$ cat src/hdl/assert_macros.svh
`ifndef ASSERT_MACROS_SVH
`define ASSERT_MACROS_SVH

// Checks a condition at every rising clock edge outside reset.
`define ASSERT_ALWAYS(label, cond, msg) \
    label: assert property (@(posedge clk) disable iff (!rst_n) (cond)) else $error(msg);

// Checks that the consequent holds in the cycle after the antecedent.
`define ASSERT_NEXT(label, ante, cons, msg) \
    label: assert property (@(posedge clk) disable iff (!rst_n) (ante) |=> (cons)) \
        else $error(msg);

`endif

$ cat src/hdl/rdq_pkg.sv
`timescale 1ns / 1ps

package rdq_pkg;

    localparam int DATA_W  = 32;
    localparam int CALL_W  = 16;
    localparam int COUNT_W = 5;
    localparam int CMD_W   = 3;
    localparam int CFG_W   = 5;
    localparam int IN_TDATA_W  = 32;
    localparam int OUT_TDATA_W = 64;

    typedef enum logic [CMD_W-1:0] {
        CMD_TAIL_WRITE     = 3'd0,
        CMD_TAIL_OVERWRITE = 3'd1,
        CMD_HEAD_PUSH      = 3'd2,
        CMD_HEAD_READ      = 3'd3,
        CMD_CLEAR          = 3'd4
    } cmd_t;

    typedef struct packed {
        logic               is_full;
        logic               is_empty;
        logic [COUNT_W-1:0] free_count;
        logic [COUNT_W-1:0] item_count;
        logic [CALL_W-1:0]  accepted_in_call;
        logic [DATA_W-1:0]  read_data;
        logic               accepted;
    } result_t;

endpackage

$ cat src/hdl/rdq_ring.sv
`timescale 1ns / 1ps

`include "assert_macros.svh"

module rdq_ring #(
    parameter int DEPTH        = 16,
    parameter int ELEMENT_BITS = 32
) (
    input  logic                        clk,
    input  logic                        rst_n,
    input  logic                        step,
    input  rdq_pkg::cmd_t               cmd,
    input  logic [rdq_pkg::DATA_W-1:0]  data_in,
    input  logic                        last_in_call,
    input  logic                        cfg_we,
    input  logic [rdq_pkg::CFG_W-1:0]   cfg_data,
    output rdq_pkg::result_t            result
);

    localparam int IW = (DEPTH > 1) ? $clog2(DEPTH) : 1;
    localparam int EW = (ELEMENT_BITS < rdq_pkg::DATA_W) ? ELEMENT_BITS : rdq_pkg::DATA_W;
    localparam int CW = rdq_pkg::COUNT_W;
    localparam int LW = ((IW > CW) ? IW : CW) + 1;
    localparam int KW = rdq_pkg::CALL_W;
    localparam int CAP_INT = (DEPTH > (2 ** CW) - 1) ? (2 ** CW) - 1 : DEPTH;
    localparam logic [CW-1:0] DEPTH_CAP = CW'(CAP_INT);

    logic [EW-1:0] mem [DEPTH];

    logic [CW-1:0] depth_reg;
    logic [IW-1:0] head_reg, head_next;
    logic [IW-1:0] tail_reg, tail_next;
    logic          full_reg, full_next;
    logic [KW-1:0] call_reg, call_next;

    logic [EW-1:0] rd_mem_reg;
    logic          rd_sel_reg;
    logic          acc_reg;
    logic [KW-1:0] call_out_reg;
    logic [CW-1:0] items_reg;
    logic [CW-1:0] free_reg;
    logic          empty_reg;
    logic          full_out_reg;

    logic [IW-1:0] last_idx;
    logic [IW-1:0] head_inc, head_dec, tail_inc;
    logic          empty_now;
    logic          we;
    logic [IW-1:0] waddr;
    logic          acc;
    logic          rd_sel;
    logic          clr;
    logic [KW-1:0] call_out;
    logic [LW-1:0] depth_l, head_l, tail_l;
    logic [LW-1:0] items_l, free_l;
    logic          empty_next;
    logic [CW-1:0] cfg_depth;

    assign depth_l  = LW'(depth_reg);
    assign last_idx = IW'(depth_l - LW'(1));
    assign head_inc = (head_reg == last_idx) ? '0 : head_reg + 1'b1;
    assign head_dec = (head_reg == '0) ? last_idx : head_reg - 1'b1;
    assign tail_inc = (tail_reg == last_idx) ? '0 : tail_reg + 1'b1;
    assign empty_now = (head_reg == tail_reg) && !full_reg;

    always_comb
    begin
        head_next = head_reg;
        tail_next = tail_reg;
        full_next = full_reg;
        we        = 1'b0;
        waddr     = tail_reg;
        acc       = 1'b0;
        rd_sel    = 1'b0;
        clr       = 1'b0;
        case (cmd)
            rdq_pkg::CMD_TAIL_WRITE:
            begin
                if (!full_reg)
                begin
                    we        = 1'b1;
                    tail_next = tail_inc;
                    full_next = (tail_inc == head_reg);
                    acc       = 1'b1;
                end
            end
            rdq_pkg::CMD_TAIL_OVERWRITE:
            begin
                // when full the oldest element is dropped and the ring stays full
                if (full_reg)
                    head_next = head_inc;
                we        = 1'b1;
                tail_next = tail_inc;
                full_next = full_reg || (tail_inc == head_reg);
                acc       = 1'b1;
            end
            rdq_pkg::CMD_HEAD_PUSH:
            begin
                if (!full_reg)
                begin
                    we        = 1'b1;
                    waddr     = head_dec;
                    head_next = head_dec;
                    full_next = (head_dec == tail_reg);
                    acc       = 1'b1;
                end
            end
            rdq_pkg::CMD_HEAD_READ:
            begin
                if (!empty_now)
                begin
                    rd_sel    = 1'b1;
                    head_next = head_inc;
                    full_next = 1'b0;
                    acc       = 1'b1;
                end
            end
            rdq_pkg::CMD_CLEAR:
            begin
                head_next = '0;
                tail_next = '0;
                full_next = 1'b0;
                acc       = 1'b1;
                clr       = 1'b1;
            end
            default:
            begin
                acc = 1'b0;
            end
        endcase
    end

    always_comb
    begin
        if (clr)
            call_out = '0;
        else if (acc && (call_reg != '1))
            call_out = call_reg + 1'b1;
        else
            call_out = call_reg;
        call_next = last_in_call ? '0 : call_out;
    end

    assign head_l     = LW'(head_next);
    assign tail_l     = LW'(tail_next);
    assign empty_next = (head_next == tail_next) && !full_next;

    always_comb
    begin
        if (full_next)
            items_l = depth_l;
        else if (tail_l >= head_l)
            items_l = tail_l - head_l;
        else
            items_l = tail_l + depth_l - head_l;

        if (empty_next)
            free_l = depth_l;
        else if (head_l >= tail_l)
            free_l = head_l - tail_l;
        else
            free_l = head_l + depth_l - tail_l;
    end

    // a depth of zero behaves as one, anything above the ring size as the ring size
    assign cfg_depth = (cfg_data == '0) ? CW'(1) :
                       ((CW'(cfg_data) > DEPTH_CAP) ? DEPTH_CAP : CW'(cfg_data));

    always_ff @(posedge clk or negedge rst_n)
    begin
        if (!rst_n)
        begin
            depth_reg    <= DEPTH_CAP;
            head_reg     <= '0;
            tail_reg     <= '0;
            full_reg     <= 1'b0;
            call_reg     <= '0;
            rd_sel_reg   <= 1'b0;
            acc_reg      <= 1'b0;
            call_out_reg <= '0;
            items_reg    <= '0;
            free_reg     <= '0;
            empty_reg    <= 1'b1;
            full_out_reg <= 1'b0;
        end
        else if (cfg_we)
        begin
            depth_reg <= cfg_depth;
            head_reg  <= '0;
            tail_reg  <= '0;
            full_reg  <= 1'b0;
        end
        else if (step)
        begin
            head_reg     <= head_next;
            tail_reg     <= tail_next;
            full_reg     <= full_next;
            call_reg     <= call_next;
            rd_sel_reg   <= rd_sel;
            acc_reg      <= acc;
            call_out_reg <= call_out;
            items_reg    <= CW'(items_l);
            free_reg     <= CW'(free_l);
            empty_reg    <= empty_next;
            full_out_reg <= full_next;
        end
    end

    // element store; the read sees the contents before this transaction's write
    always_ff @(posedge clk)
    begin
        if (step)
        begin
            rd_mem_reg <= mem[head_reg];
            if (we)
                mem[waddr] <= data_in[EW-1:0];
        end
    end

    assign result.accepted         = acc_reg;
    assign result.read_data        = rd_sel_reg ? rdq_pkg::DATA_W'(rd_mem_reg) : '0;
    assign result.accepted_in_call = call_out_reg;
    assign result.item_count       = items_reg;
    assign result.free_count       = free_reg;
    assign result.is_empty         = empty_reg;
    assign result.is_full          = full_out_reg;

    `ASSERT_ALWAYS(a_full_idx_equal, !full_reg || (head_reg == tail_reg),
        "full flag set with head and tail apart")
    `ASSERT_ALWAYS(a_idx_in_ring, (LW'(head_reg) < depth_l) && (LW'(tail_reg) < depth_l),
        "index outside the ring in use")
    `ASSERT_NEXT(a_clear_empties, step && !cfg_we && (cmd == rdq_pkg::CMD_CLEAR),
        result.accepted && result.is_empty && (result.item_count == '0)
            && (result.accepted_in_call == '0),
        "clear did not leave an empty ring")

endmodule

$ cat src/hdl/ring_deque_with_overwrite_unit.sv
`timescale 1ns / 1ps

// Ring deque with overwrite.
// Input stream (s_*): one element command per transaction; s_tuser carries the
// command, s_tdata the element and s_tlast closes a multi-element call.
// Output stream (m_*): exactly one result per input transaction, in order.
// Configuration channel (cfg_*): writes depth_in_use and empties the ring; it is
// always ready and is to be written only while no transaction is in flight.
// The element waits in the input register until the result register is free or
// being taken; the ring is then updated and the result register loaded at the same edge.
// Throughput: one transaction per cycle while the receiver takes each result; the
// ring indexes, full flag and call count are updated by combinational wrap logic,
// and the element store has one write and one registered read port.
// Reset empties the ring, zeroes the call count and sets depth_in_use to DEPTH
// (capped at 31); stored elements are not cleared.
// When the receiver stalls the result is held, the input register still takes
// one more transaction, and s_tready then falls until the result is taken.

module ring_deque_with_overwrite_unit #(
    parameter int DEPTH        = 16,
    parameter int ELEMENT_BITS = 32
) (
    input  logic                              clk,
    input  logic                              rst_n,

    input  logic                              s_tvalid,
    output logic                              s_tready,
    input  logic [rdq_pkg::IN_TDATA_W-1:0]    s_tdata,   // [31:0] data_in
    input  logic [rdq_pkg::CMD_W-1:0]         s_tuser,   // [2:0] cmd
    input  logic                              s_tlast,   // last_in_call

    output logic                              m_tvalid,
    input  logic                              m_tready,
    // [0] accepted, [32:1] read_data, [48:33] accepted_in_call,
    // [53:49] item_count, [58:54] free_count, [59] is_empty, [60] is_full
    output logic [rdq_pkg::OUT_TDATA_W-1:0]   m_tdata,

    input  logic                              cfg_valid,
    output logic                              cfg_ready,
    input  logic [rdq_pkg::CFG_W-1:0]         cfg_data
);

    logic                          in_valid_reg, in_valid_next;
    logic                          out_valid_reg, out_valid_next;
    rdq_pkg::cmd_t                 cmd_reg;
    logic [rdq_pkg::DATA_W-1:0]    data_reg;
    logic                          last_reg;
    logic                          out_free;
    logic                          step;
    logic                          s_accept;
    rdq_pkg::result_t              result;

    assign out_free  = !out_valid_reg || m_tready;
    assign step      = in_valid_reg && out_free;
    assign s_tready  = !in_valid_reg || out_free;
    assign s_accept  = s_tvalid && s_tready;
    assign cfg_ready = 1'b1;

    always_comb
    begin
        in_valid_next = in_valid_reg;
        if (s_accept)
            in_valid_next = 1'b1;
        else if (step)
            in_valid_next = 1'b0;

        out_valid_next = out_valid_reg;
        if (step)
            out_valid_next = 1'b1;
        else if (m_tready)
            out_valid_next = 1'b0;
    end

    always_ff @(posedge clk or negedge rst_n)
    begin
        if (!rst_n)
        begin
            in_valid_reg  <= 1'b0;
            out_valid_reg <= 1'b0;
        end
        else
        begin
            in_valid_reg  <= in_valid_next;
            out_valid_reg <= out_valid_next;
        end
    end

    always_ff @(posedge clk)
    begin
        if (s_accept)
        begin
            cmd_reg  <= rdq_pkg::cmd_t'(s_tuser);
            data_reg <= s_tdata;
            last_reg <= s_tlast;
        end
    end

    rdq_ring #(
        .DEPTH        (DEPTH),
        .ELEMENT_BITS (ELEMENT_BITS)
    ) u_ring (
        .clk          (clk),
        .rst_n        (rst_n),
        .step         (step),
        .cmd          (cmd_reg),
        .data_in      (data_reg),
        .last_in_call (last_reg),
        .cfg_we       (cfg_valid && cfg_ready),
        .cfg_data     (cfg_data),
        .result       (result)
    );

    assign m_tvalid = out_valid_reg;
    assign m_tdata  = {3'b000,
                       result.is_full,
                       result.is_empty,
                       result.free_count,
                       result.item_count,
                       result.accepted_in_call,
                       result.read_data,
                       result.accepted};

endmodule
$ cat config.mk
export PLATFORM = sky130hd
export DESIGN_NAME = ring_deque_with_overwrite_unit
export DESIGN_NICKNAME = d
export VERILOG_FILES = /design/src/hdl/rdq_pkg.sv /design/src/hdl/rdq_ring.sv /design/src/hdl/ring_deque_with_overwrite_unit.sv
export VERILOG_INCLUDE_DIRS = /design/src /design/src/hdl
export SDC_FILE = /design/constraint.sdc
export NUM_CORES = 1
export LEC_CHECK = 0
export ABC_AREA = 1
export BUFFER_PORTS_ARGS = -buffer_cell sky130_fd_sc_hd__buf_2
export CAP_MARGIN = 20
export CORE_MARGIN = 2
export CORE_UTILIZATION = 45
export DETAILED_ROUTE_END_ITERATION = 8
export GPL_TIMING_DRIVEN = 0
export SYNTH_ARGS = -nofsm -noshare
export SYNTH_HDL_FRONTEND = slang
export SYNTH_SLANG_ARGS = --single-unit
export TNS_END_PERCENT = 10
$ cat constraint.sdc
create_clock -name clk -period 5.2 [get_ports clk]
set_input_delay 0.78 -clock clk [delete_from_list [all_inputs] [get_ports clk]]
set_output_delay 0.78 -clock clk [all_outputs]
set_load 0.01 [all_outputs]
## Yosys cells after proc, flatten, opt, wreduce, memory -nomap -nowiden

Memory sizes are Yosys's and may differ from the RTL's. A register that Yosys moved wholly into a read port is not among the register bits.
Index checks and enable logic that the tools add are counted.

| cells by class | value |
|---|---|
| add/sub/neg operators | 11 |
| order comparisons | 3 |
| equal/unequal tests | 11 |
| muxes and demuxes | 44 |
| bitwise gates (word level) | 1 |
| reductions and logical operators | 21 |

Operators with widths:

| kind | number |
|---|---|
| $mux W4 | 13 |
| $mux W16 | 3 |
| $mux W32 | 1 |
| $mux W5 | 6 |
| $eq A4 B4 Y1 | 6 |
| $add A16 B1 Y16 const B | 1 |
| $mux W1 | 16 |
| $ne A16 B16 Y1 const B | 1 |
| $pmux W4 S4 | 1 |
| $pmux W4 S3 | 1 |
| $add A4 B5 Y5 | 2 |
| $sub A4 B4 Y5 | 2 |
| $sub A5 B4 Y5 | 2 |
| $add A4 B1 Y4 const B | 2 |
| $ge A4 B4 Y1 | 2 |
| $sub A4 B1 Y4 const B | 2 |
| $eq A3 B2 Y1 const B | 2 |
| $reduce_bool A2 Y1 | 3 |
| $gt A5 B5 Y1 const B | 1 |
| $logic_and A1 B1 Y1 | 5 |
| $logic_not A5 Y1 | 1 |
| $pmux W1 S5 | 1 |
| $logic_not A1 Y1 | 4 |
| $logic_not A4 Y1 | 1 |
| 9 further kinds | 12 |

| storage, ports and cells | value |
|---|---|
| register bits | 98 |
| RAM bits | 512 |
| input bits | 46 |
| output and inout bits | 67 |
| logic and storage cells | 109 |
| memories kept | 1 |

Memories:

| memory | depth | bits a word | read ports | clocked after Yosys merged registers in | wr ports | RTL line | text |
|---|---|---|---|---|---|---|---|
| u_ring.mem | 16 | 32 | 1 | 1 | 1 | rdq_ring.sv:28 | `logic [EW-1:0] mem [DEPTH];` |

## Logic depth before layout (Yosys ltp)

| depth | value |
|---|---|
| depth in word-level cells | 9 |
| depth in mapped cells | 27 |
| gate-level depth less buffers | 27 |

## Cells and area by module

Synthesis repeated with hierarchy kept, for this count alone.

| unflattened totals | value |
|---|---|
| cells, all modules | 2170 |
| area, all modules | 26775.7 sq um |

Modules (own cells, without submodules):

| module | instances | cells each | area an instance (sq um) | seq. area each (sq um) |
|---|---|---|---|---|
| rdq_ring | 1 | 2116 | 25562.0 | 17839.6 |
| ring_deque_with_overwrite_unit | 1 | 54 | 1213.7 | 1131.1 |

## Worst setup path after synthesis

No wires, ideal clock.

| timing path | value |
|---|---|
| path kind | register to register |
| start point | reg u_ring.head_reg[0] |
| end point | mem u_ring.mem[10][0] (netlist bit) (enable) |
| setup time | 421 ps |
| arrival | 3588 ps |
| data required time | 4779 ps |
| slack | 1191 ps |
| cell stages (with the launch flop) | 15 |
| buffers on the path | 3 |
| clock period less this slack | 4009 ps |
| cells stage by stage | dfrtp_1 > inv_1 > buf_2 > clkbuf_1 > clkbuf_1 > ha_1 > nand2_2 > nor2_2 > nand2_1 > and2_1 > nand2_1 > o21ai_0 > nor2_1 > nand2_1 > nor2_1 |

| on the way | value |
|---|---|
| word-level cells in the longest chain between the ends | 4 |
| elaborated cells on any way between the ends | 5 |
| classes of those cells | add/sub: 1; mux: 3; reduce/logical: 1 |

RTL lines:

| element | RTL line | text |
|---|---|---|
| start: declaration | rdq_ring.sv:31 | `logic [IW-1:0] head_reg, head_next;` |
| start signal: assignment | rdq_ring.sv:195 | `head_reg <= head_next;` |
| $sub A4 B1 Y4 / $logic_not A4 Y1 (equally long branches) | rdq_ring.sv:62 | `assign head_dec = (head_reg == '0) ? last_idx : head_reg - 1'b1;` |
| $mux W4 * | rdq_ring.sv:62 |  |
| $mux W4 * | rdq_ring.sv:99 | `if (!full_reg)` |
| $mux W4 * | rdq_ring.sv:76 | `case (cmd)` |
| end: declaration | rdq_ring.sv:28 |  |

Mark *: on every way between the ends. The rest lies on a longest branch, timed or not.

## Worst setup path after layout

| timing path | value |
|---|---|
| start point | reg u_ring.head_reg[0] |
| end point | reg u_ring.free_reg[4] |

| on the way | value |
|---|---|
| word-level cells in the longest chain between the ends | 8 |
| elaborated cells on any way between the ends | 28 |
| classes of those cells | add/sub: 5; order compare: 1; eq/ne: 5; mux: 12; reduce/logical: 5 |

RTL lines:

| element | RTL line | text |
|---|---|---|
| $add A4 B1 Y4, or another cell as far along | rdq_ring.sv:61 | `assign head_inc = (head_reg == last_idx) ? '0 : head_reg + 1'b1;` |
| $mux W4, or another cell as far along | rdq_ring.sv:61 |  |
| $mux W4, or another cell as far along | rdq_ring.sv:110 | `if (!empty_now)` |
| $pmux W4 S4 / $mux W1 (equally long branches) | rdq_ring.sv:76, rdq_ring.sv:99 |  |
| $add A4 B5 Y5 / $pmux W1 S5 (equally long branches) | rdq_ring.sv:162, rdq_ring.sv:76 |  |
| $sub A5 B4 Y5 / $logic_not A1 Y1 (equally long branches) | rdq_ring.sv:162, rdq_ring.sv:146 |  |
| $mux W5 / $logic_and A1 B1 Y1 (equally long branches) | rdq_ring.sv:159, rdq_ring.sv:146 |  |
| $mux W5 * | rdq_ring.sv:157 | `if (empty_next)` |
| end signal: assignment | rdq_ring.sv:203 | `free_reg <= CW'(free_l);` |
| end: declaration | rdq_ring.sv:41 | `logic [CW-1:0] free_reg;` |

Marked as above.
A chain may end at the register's enable or synchronous reset.

==> impl_results.md <==
* CP startpoint: u_ring.head_reg[0]
* Final WL at 78.60 mm
* Die Area at 61,780 um^2
* Top-count cell post-synth: edfxtp_1
* Post-CTS setup buffer count at 0
* Top_reg_cell synth: edfxtp_1
* Tcrit/Tclk final at 0.9298
* Slew margin rel. at 0.2793
* Cell variety after synth at 45
* Seq/Total Area, Yosys at 0.7049
* DP Wirelength at 52.20 mm
* Post-synthesis instance total at 2,286
* Final min period at between 4 and 5 ns
* Number of detailed-route iterations in the first pass at 5
* Async SR Flop Fraction at 0.09657
* Skew-Pair Late Insertion Delay at 0.62 ns
* Post-synth EDFFs at 580
* Detail Route Antenna Nets at 0
* Initial core utilization at 0.4560
* Synth area leaders: edfxtp_1, o21ai_0, dfrtp_1, nor2_1, nand2_1
* Peak supply drop at just over 0.3 mV
* Number of port buffers at 108
* CTS hold repair buffers at 0
* Initial DRC count at 1,784
* Row cnt at a little under 90
* Nets at 2,562
* Clock Sinks at 642
* GP Congestion at 0.8801
* Mapped Avg Cell Area at 11.77 um^2
* CP Class: register to register
* RR Startpoint: u_ring.head_reg[0]
* Hold Fails Final Rpt at 0
* Max Cap Violations at 0
* Largest net degree at the start of global routing at 41
* Synth cell count leaders: edfxtp_1, nor2_1, o21ai_0
* Core area at 59,020 um^2
* Overall routing resource usage at 0.2515
* Worst-margin pin slew at 1.081 ns
* CTS Buffer Depth at 3
* Slew Viols, Final at 0
* Design Area, Final at 31,170 um^2
* CTS root buffer: clkbuf_16
* Total number of vias at 18,840
* Post-synth top area cell: edfxtp_1
* TritonCTS buffer count at 69
* Ratio of cells with drive above 1 in the final layout at 0.1170
* Syn-to-layout area delta at 15.83%
* CP Data Required Time at 5.70 ns
* Critical Path Sink Type: register
* Seq cells post-synth at approximately 640
* R2R cell count at 23
* CP max FO at 19
* Synth top area share at 0.6471
* TritonCTS clock tree: built
* CP Launch Type: register
* Die Ht at 248.6 um
* Tot Pwr at 12,080 uW
* Worst hold path class: input port to async pin
* Pwr per Cell Area at 387.6 nW/um^2
* Clock transition at path regs at 0.06 ns
* I/O pin count at ~110
* Largest register FFs at 512
* Post-Syn Area at 26,910 um^2
* WP data arrival at 5.34 ns
* Synth warn at 0
* TNS Setup at 0 ns
* RSZ-0062 raised after global routing: false
* Status: completed
* Setup slack, reg-to-reg at 0.37 ns
* Vias in the first global route at 18,590
* Worst hold slack at ~0.15 ns
* Max Clk Rate at 206.8 MHz
* Initial antenna violation count at 0
* First-pass GRT wire length at 116.8 mm
* Vias/cell at 5.689
* LEAKAGE at 0.01156 uW
* DP Area at 28,980 um^2
* Grt ovf at 0
* Wire per inst at 23.73 um
* H-tree depth at 3
* Residual DRC at 0
* Die width at 248.6 um
* Clock Skew at 0.02656 ns
* Final setup fails at 0
[placed cells by master, fill, tap and decap left out, types with 10 or more instances in the layout]
cell type	instances
edfxtp_1	580
nor2_1	346
o21ai_0	336
nand2_1	297
o22ai_1	166
buf_2	119
clkbuf_1	114
inv_1	106
clkbuf_16	71
dfrtp_1	60
nand3_1	46
a21oi_1	30
ha_1	23
xor2_1	22
clkinv_1	19
o21ai_1	18
nor2_4	16
clkinv_2	13
inv_2	12
xnor2_1	12
buf_12	12
fa_1	10
[layout make-up]
type	count	area [um^2]
timing repair buffer	127	973.4
fill	5117	27840
clock buffer	81	1814
sequential	642	18970
multi-input combinational	1389	7047
antenna	1	2.502
buffer	135	570.5
inverter	119	446.7
clock inverter	45	382.9
tap	773	967.2
[worst paths after layout]
| check | to |
|---|---|
| min | u_ring.tail_reg[1] |
| min in group clk | data_reg[19] |
| max in group asynchronous | u_ring.call_out_reg[7] |
| max | u_ring.free_reg[4] |
| min reg2reg | u_ring.free_reg[1] |
| max reg2reg | u_ring.free_reg[4] |
[power by group]
group | switching [uW] | internal, uW
sequential | 144 | 5840
combinational | 871 | 415
clock | 2080 | 2730
total | 3100 | 8990
[layer usage]
metal / part of all wire / up-vias / track usage
li1: - / 8553 / -
met1: 0.40 / 9271 / 0.3269
met2: 0.48 / 844 / 0.4239
met3: 0.077 / 175 / 0.04323
met4: 0.038 / 0 / 0.09358
met5: 0 / - / 0
[cells by family after synthesis]
logic type | count (synthesis) | synth area share
compound gates | 577 | 0.1175
xor+xnor | 34 | 0.01106
fa+ha+maj | 33 | 0.01813
buf+inv | 257 | 0.03817
flops | 642 | 0.7049
mux | 1 | 0.0003719
other cells | 2 | 0.0002790
simple gates | 740 | 0.1096
[stage by stage]
stage                 util  setup slack [ns]  cells
finish              0.5282            0.3651   3312
detailed placement  0.4911           -0.5579   3188
global placement    0.4817            -1.532   3169
CTS                 0.5283           0.06692   3313
global route        0.5282           0.02401   3311
floorplan                -             1.191   2288
[worst max-delay path, cell delays in order (launching register included)]
cell and delay [ns]:
dfrtp_1 0.40, inv_1 0.08, buf_2 0.40, clkbuf_2 0.36
ha_1 0.29, nand2_2 0.10, nor2_2 0.14, a21boi_1 0.14
nand2_1 0.10, nand4_1 0.11, a21oi_2 0.34, inv_1 0.15
ha_1 0.31, clkbuf_1 0.20, nand2_1 0.14, nor2_1 0.05
a211oi_1 0.28, o21bai_1 0.10, nor2_1 0.35, inv_1 0.12
o21ai_0 0.30, nand2_1 0.10, nand3_1 0.09, nand2_1 0.05
[repair_timing]
item,CTS,global route
gates resized for setup,2,0
pin swaps,0,0
setup endpoints to repair,10,10
Power figures use the tool's default switching activity.
